**src/rtl/kped_pkg.sv**
```systemverilog
// ----------------------------------------------------------------------------
// kped_pkg: shared definitions for the key press event detector
// Key count, field widths, event codes and the detector mode type.
// ----------------------------------------------------------------------------
package kped_pkg;

   // key and field widths
   localparam int KEY_COUNT = 6;
   localparam int PIN_W     = 6;
   localparam int KIND_W    = 2;
   localparam int CNT_W     = 16;
   localparam int TDATA_W   = 8;

   // keys that live on the pins, clipped to the pin field
   localparam logic [PIN_W-1:0] ALL_KEYS =
      PIN_W'(((32'd1 << KEY_COUNT) - 32'd1) & 32'h3F);

   // key 4 and key 5 take part in the combined long press
   localparam logic [PIN_W-1:0] KEY4_BIT  = PIN_W'(6'h08);
   localparam logic [PIN_W-1:0] KEY5_BIT  = PIN_W'(6'h10);
   localparam logic [PIN_W-1:0] COMBO_SET = KEY4_BIT | KEY5_BIT;

   // long press threshold after reset
   localparam logic [CNT_W-1:0] LONG_TICKS_RESET = CNT_W'(150);

   // event codes on the result channel
   localparam logic [KIND_W-1:0] EV_NONE = 2'd0;
   localparam logic [KIND_W-1:0] EV_DOWN = 2'd1;
   localparam logic [KIND_W-1:0] EV_UP   = 2'd2;
   localparam logic [KIND_W-1:0] EV_LONG = 2'd3;

   // detector modes
   typedef enum logic [2:0] {
      MODE_IDLE      = 3'd0,
      MODE_CANDIDATE = 3'd1,
      MODE_HOLD      = 3'd2,
      MODE_COMBO     = 3'd3,
      MODE_WAIT      = 3'd4
   } mode_type;

endpackage

```
**src/rtl/key_press_event_detector.sv**
```systemverilog
// ----------------------------------------------------------------------------
// key_press_event_detector: debounced key down, key up and long press events
// Each accepted word updates mode, pattern and hold counter in one pass; its result is registered.
// Throughput: one word per cycle while the result slot is free or draining.
// Reset: mode idle, pattern and counter cleared, threshold 150, no result held.
// ----------------------------------------------------------------------------
module key_press_event_detector (
   input  logic                            clock,
   input  logic                            reset,
   // input channel
   input  logic                            req_tvalid,
   output logic                            req_tready,
   input  logic [kped_pkg::TDATA_W-1:0]    req_tdata,   // [5:0] pin_levels
   // result channel
   output logic                            rsp_tvalid,
   input  logic                            rsp_tready,
   output logic [kped_pkg::TDATA_W-1:0]    rsp_tdata,   // [5:0] key_mask
   output logic [kped_pkg::KIND_W-1:0]     rsp_tuser,   // [1:0] event_kind
   // configuration
   input  logic                            csr_wr_en,
   input  logic [kped_pkg::CNT_W-1:0]      csr_wr_data  // long_press_ticks
);
   import kped_pkg::*;

   // registers
   logic [CNT_W-1:0]  long_ticks_ff;
   mode_type          mode_ff, mode_in;
   logic [PIN_W-1:0]  first_ff, first_in;
   logic [CNT_W-1:0]  hold_cnt_ff, hold_cnt_in;
   logic              rsp_valid_ff, rsp_valid_in;
   logic [KIND_W-1:0] rsp_kind_ff, rsp_kind_in;
   logic [PIN_W-1:0]  rsp_mask_ff, rsp_mask_in;

   // combinational helpers
   logic              accept;
   logic [PIN_W-1:0]  pressed;
   logic [CNT_W-1:0]  cnt_inc;
   logic              cnt_reached;
   logic              same_pat;
   logic              has_combo_key;
   logic              is_zero;
   logic [KIND_W-1:0] ev_kind;
   logic [PIN_W-1:0]  ev_mask;

   // handshake: take a word whenever the result slot is free or draining
   assign req_tready = !rsp_valid_ff || rsp_tready;
   assign accept     = req_tvalid && req_tready;

   // pressed mask from active-low pins
   assign pressed       = ~req_tdata[PIN_W-1:0] & ALL_KEYS;
   assign same_pat      = (pressed == first_ff);
   assign has_combo_key = ((pressed & COMBO_SET) != '0);
   assign is_zero       = (pressed == '0);

   // hold counter wraps at its width
   assign cnt_inc     = hold_cnt_ff + CNT_W'(1);
   assign cnt_reached = (cnt_inc >= long_ticks_ff);

   // next state
   always_comb begin
      mode_in     = mode_ff;
      first_in    = first_ff;
      hold_cnt_in = hold_cnt_ff;
      unique case (mode_ff)
         MODE_CANDIDATE: begin
            if (same_pat) begin
               if (first_ff == KEY4_BIT || first_ff == KEY5_BIT) begin
                  mode_in = MODE_COMBO;
               end else begin
                  mode_in = MODE_HOLD;
               end
            end else begin
               mode_in = MODE_IDLE;
            end
         end
         MODE_HOLD: begin
            if (is_zero) begin
               mode_in     = MODE_IDLE;
               hold_cnt_in = '0;
            end else if (same_pat) begin
               hold_cnt_in = cnt_reached ? '0 : cnt_inc;
               if (cnt_reached) begin
                  mode_in = MODE_WAIT;
               end
            end
         end
         MODE_COMBO: begin
            if (same_pat || has_combo_key) begin
               hold_cnt_in = cnt_reached ? '0 : cnt_inc;
               if (cnt_reached) begin
                  mode_in = MODE_WAIT;
               end
            end else if (is_zero) begin
               mode_in     = MODE_IDLE;
               hold_cnt_in = '0;
            end
         end
         MODE_WAIT: begin
            if (!same_pat) begin
               mode_in     = MODE_IDLE;
               hold_cnt_in = '0;
            end
         end
         default: begin
            if (!is_zero) begin
               first_in = pressed;
               mode_in  = MODE_CANDIDATE;
            end else begin
               mode_in = MODE_IDLE;
            end
         end
      endcase
   end

   // event outputs
   always_comb begin
      ev_kind = EV_NONE;
      ev_mask = '0;
      unique case (mode_ff)
         MODE_CANDIDATE: begin
            if (same_pat) begin
               ev_kind = EV_DOWN;
               ev_mask = first_ff;
            end
         end
         MODE_HOLD: begin
            if (is_zero) begin
               ev_kind = EV_UP;
               ev_mask = first_ff;
            end else if (same_pat && cnt_reached) begin
               ev_kind = EV_LONG;
               ev_mask = pressed;
            end
         end
         MODE_COMBO: begin
            if (same_pat) begin
               if (cnt_reached) begin
                  ev_kind = EV_LONG;
                  ev_mask = pressed;
               end
            end else if (has_combo_key) begin
               if (cnt_reached) begin
                  ev_kind = EV_LONG;
                  ev_mask = COMBO_SET;
               end
            end else if (is_zero) begin
               ev_kind = EV_UP;
               ev_mask = first_ff;
            end
         end
         default: begin
            ev_kind = EV_NONE;
            ev_mask = '0;
         end
      endcase
   end

   // result slot next values
   always_comb begin
      rsp_valid_in = rsp_valid_ff;
      rsp_kind_in  = rsp_kind_ff;
      rsp_mask_in  = rsp_mask_ff;
      if (accept) begin
         rsp_valid_in = 1'b1;
         rsp_kind_in  = ev_kind;
         rsp_mask_in  = ev_mask;
      end else if (rsp_tready) begin
         rsp_valid_in = 1'b0;
      end
   end

   // control and state registers
   always_ff @(posedge clock) begin
      if (reset) begin
         long_ticks_ff <= LONG_TICKS_RESET;
         mode_ff       <= MODE_IDLE;
         first_ff      <= '0;
         hold_cnt_ff   <= '0;
         rsp_valid_ff  <= 1'b0;
      end else begin
         if (csr_wr_en) begin
            long_ticks_ff <= csr_wr_data;
         end
         if (accept) begin
            mode_ff     <= mode_in;
            first_ff    <= first_in;
            hold_cnt_ff <= hold_cnt_in;
         end
         rsp_valid_ff <= rsp_valid_in;
      end
   end

   // result payload registers
   always_ff @(posedge clock) begin
      rsp_kind_ff <= rsp_kind_in;
      rsp_mask_ff <= rsp_mask_in;
   end

   // port drive
   assign rsp_tvalid = rsp_valid_ff;
   assign rsp_tuser  = rsp_kind_ff;
   assign rsp_tdata  = {{(TDATA_W-PIN_W){1'b0}}, rsp_mask_ff};

   // checks
   a_reset_clears: assert property (@(posedge clock)
      reset |=> (mode_ff == MODE_IDLE) && !rsp_valid_ff)
      else $error("reset did not clear mode or result slot");

   a_idle_count_zero: assert property (@(posedge clock) disable iff (reset)
      (mode_ff == MODE_IDLE) |-> (hold_cnt_ff == '0))
      else $error("hold counter nonzero in idle");

   a_candidate_pattern: assert property (@(posedge clock) disable iff (reset)
      (mode_ff == MODE_CANDIDATE) |-> (first_ff != '0))
      else $error("candidate with empty pattern");

   a_long_to_wait: assert property (@(posedge clock) disable iff (reset)
      (accept && ev_kind == EV_LONG) |=> (mode_ff == MODE_WAIT) && (hold_cnt_ff == '0))
      else $error("long press did not enter wait");

   a_none_mask_zero: assert property (@(posedge clock) disable iff (reset)
      (rsp_valid_ff && rsp_kind_ff == EV_NONE) |-> (rsp_mask_ff == '0))
      else $error("mask set without event");

endmodule
```
**config.mk**
```make
export PLATFORM = sky130hd
export DESIGN_NAME = key_press_event_detector
export DESIGN_NICKNAME = d
export VERILOG_FILES = /design/src/rtl/kped_pkg.sv /design/src/rtl/key_press_event_detector.sv
export SDC_FILE = /design/constraint.sdc
export NUM_CORES = 1
export LEC_CHECK = 0
export BUFFER_PORTS_ARGS = -buffer_cell sky130_fd_sc_hd__buf_4
export CAP_MARGIN = 20
export CORE_ASPECT_RATIO = 2
export CORE_MARGIN = 4
export CORE_UTILIZATION = 55
export DETAILED_ROUTE_END_ITERATION = 12
export PLACE_DENSITY = 0.77
export SLEW_MARGIN = 20
export SYNTH_ARGS = -nofsm -noshare
export SYNTH_HDL_FRONTEND = slang
export SYNTH_SLANG_ARGS = --single-unit
```
**constraint.sdc**
```tcl
create_clock -name clock -period 3.7 [get_ports clock]
set_input_delay 0.37 -clock clock [delete_from_list [all_inputs] [get_ports clock]]
set_output_delay 0.37 -clock clock [all_outputs]
set_load 0.02 [all_outputs]
```
==> flow_summary.ini <==
[die]
core_um2 = 5140
initial_core_util = 0.563
ios = 41
die-area_um2 = 6560
rows = 37
die_y_um = 111
die-width_um = 59.3

[clock_tree]
post-cts-setup-buffer-count = 0
cts_buffers = 5
cts_tree = done
cts.path.max_buffers = 2
h-tree-depth = 2
clock_latency_ns = 0.31
cts.clk_slew.worst_paths_ns = 0.09
post_cts_resized = 0
cts_root_buf = clkbuf_8
clock_sinks = 50
cts_hold_buffers = 0

[sta]
fmax_mhz = 296
finalSetupTns_ns = 0
rsz0062_at_grt = false
final_max_slew_viol_count = 0
period_share = 0.913
setup_viol = 0
skew_ns = 0.00764
relSlewSlack = 0.489
period_needed_ns = 3.38
hold_violations = 0
worstMarginPinSlew_ns = 0.763

[drt]
ant_nets = 0
first_iter_violations = 60
drc = 0
via_per_inst = 5.88
drt-total-wl_um = 6290
vias = 2453
first_pass_iters = 4
wl_per_cell_um = 15.1

[critical_path]
crit_path_top_delay_cell = dfxtp_1
critPathCaptureType = register
cp.arrival_ns = 3.63
cp_top_family = simple AND/OR/NAND/NOR gates
path_class = register to register
crit_chain = and3_1, and4_1, nand4_1, or2_2, xnor2_1, ha_1, nand2_1, nor2_1, a211o_1, a211o_1, nand4b_4, or4_1, nand3_1
startpoint_type = register
cpPeakStageDelay_ns = 0.43
cp_num_buf_inv = 0
cp_data_required_time_ns = 3.95
cp_max_fo = 8
cpMostUsedCell = a211o_1

[synth]
synth-adder-area-share = 0.0735
yosys_warnings = 0
synthSimpleGateAreaFrac = 0.214
synth_top_family_by_area = simple AND/OR/NAND/NOR gates
synth-compound-area-share = 0.173
synth_top_area_cell = dfxtp_1
synth-xor-area-share = 0.0666
netlist_area_um2 = 2890
synth_cell_types = 55
synth.ff_latch_count = 50
netlist.area_leader.share = 0.291
ys_seq_area_frac = 0.374
netlist_instances = 325
synthTopCellsByArea = dfxtp_1, edfxtp_1, ha_1, xnor2_1, mux2i_1
async_flop_share = 0
synth_edf_count = 8
muxShareOfSynthArea = 0.0454
syn_area_per_cell_um2 = 8.90
ys.flop_type = dfxtp_1

[power]
clockPowerShare = 0.286
switching_share = 0.284
power_density_nw_per_um2 = 337
cellLeakagePower_nw = 1.41
p_total_mw = 1.11
p_sw_mw = 0.315
pwr-share-comb = 0.170
vdd_drop_max_uv = 271
p_seq_frac = 0.543
p_int_mw = 0.794

[cells_and_area]
drive_gt1_frac = 0.170
diodes = 0
fillers = 438
register_area_um2 = 1080
final_core_util = 0.640
multiInputGateArea_um2 = 1670
nets = 404
area_delta_synth_final_pct = 13.6

[grt]
antenna_found_initial = 0
gr-usage-all-layers = 0.213
grt_pass1_wl_um = 10900
grt-ovfl-total = 0
grt_pass1_vias = 2415
grt_max_degree = 37

[placement]
dp_hpwl_um = 4830
place_congestion = 0.917
portBuffers = 36

[job]
drv_cap = 0

[run_status]
status = finished, final reports clean

[hold_path]
holdCritPathClass = input pin to register
-- worst paths after layout --
| kind | from | endpoint | slack (ns) | cells past startpoint |
|---|---|---|---|---|
| worst min-delay path | req_tdata[1] | first_ff[1] | 0.26 | 2 |
| worst min register to register | hold_cnt_ff[15] | hold_cnt_ff[15] | 0.50 | 2 |
| worst max-delay path | hold_cnt_ff[5] | hold_cnt_ff[15] | 0.32 | 13 |
| worst max register to register | hold_cnt_ff[5] | hold_cnt_ff[15] | 0.32 | 13 |
-- power groups by stage --
stage / Combinational [mW] / Clock (mW) / Sequential (mW)
2_1_floorplan: 0.129 / 0 / 0.613
3_3_place_gp: 0.187 / 0 / 0.614
3_5_place_dp: 0.190 / 0 / 0.615
4_1_cts: 0.191 / 0.323 / 0.602
5_1_grt: 0.214 / 0.344 / 0.605
6_report: 0.189 / 0.317 / 0.602
-- sequential cells by signal, summed over array words and instances (netlist names) --
name,flops
hold_cnt_ff,16
rsp_tvalid,1
mode_ff,3
first_ff,6
long_ticks_ff,16
rsp_tuser,2
rsp_mask_ff,6
-- routing by layer --
layer,share of wire,track usage
met5,0,0
met4,0.063,0.156
met3,0.034,0.0374
met2,0.54,0.364
met1,0.36,0.218
-- synthesized netlist by cell type, types with 2 or more instances --
library cell,number
dfxtp_1,42
nand2_1,32
nor2_1,29
inv_1,19
ha_1,17
xnor2_1,16
nand3_1,15
mux2i_1,12
clkbuf_1,11
o21ai_0,11
a21oi_1,10
a22o_1,8
edfxtp_1,8
nor4_1,8
a211oi_1,7
nand4_1,7
nand2b_1,6
xor2_1,6
and3_1,5
o211ai_1,5
buf_4,4
o2bb2ai_1,4
o31ai_1,4
or4_1,3
a211o_1,2
and2_1,2
nor3_1,2
o21a_1,2
or2_2,2
-- cells by family after synthesis --
kind of cell | after synthesis
simple gates | 119
compound gates | 67
flops | 50
buf+inv | 36
xor+xnor | 22
fa+ha+maj | 17
mux | 13
other cells | 1
-- stage by stage --
step	instances	setup slack [ns]	cell area (um^2)	hold slack (ns)
floorplan	326	0.473	2900	0.460
CTS	417	0.279	3290	0.254
global route	417	0.00158	3290	0.271
global placement	409	0.392	3210	0.475
detailed placement	409	0.318	3210	0.486
finish	417	0.323	3290	0.263
-- final cells by class --
type / instances / share of cell area
inverters: 19 / 0.0217
flip-flops and latches: 50 / 0.329
well taps: 58 / 0.0221
repair buffers: 42 / 0.0959
multi-input cells: 240 / 0.506
clock inverters: 2 / 0.00304
clock buffers: 6 / 0.0221
-- placed cells by master, fill, tap and decap left out, types with 6 or more instances in the layout --
cell	count
dfxtp_1	42
buf_4	42
nand2_1	32
nor2_1	29
inv_1	19
ha_1	17
xnor2_1	16
nand3_1	15
mux2i_1	12
o21ai_0	11
a21oi_1	10
a22o_1	8
nor4_1	8
edfxtp_1	8
nand4_1	7
a211oi_1	7
nand2b_1	6
xor2_1	6
Note: power is estimated with default switching activity, not from simulation.
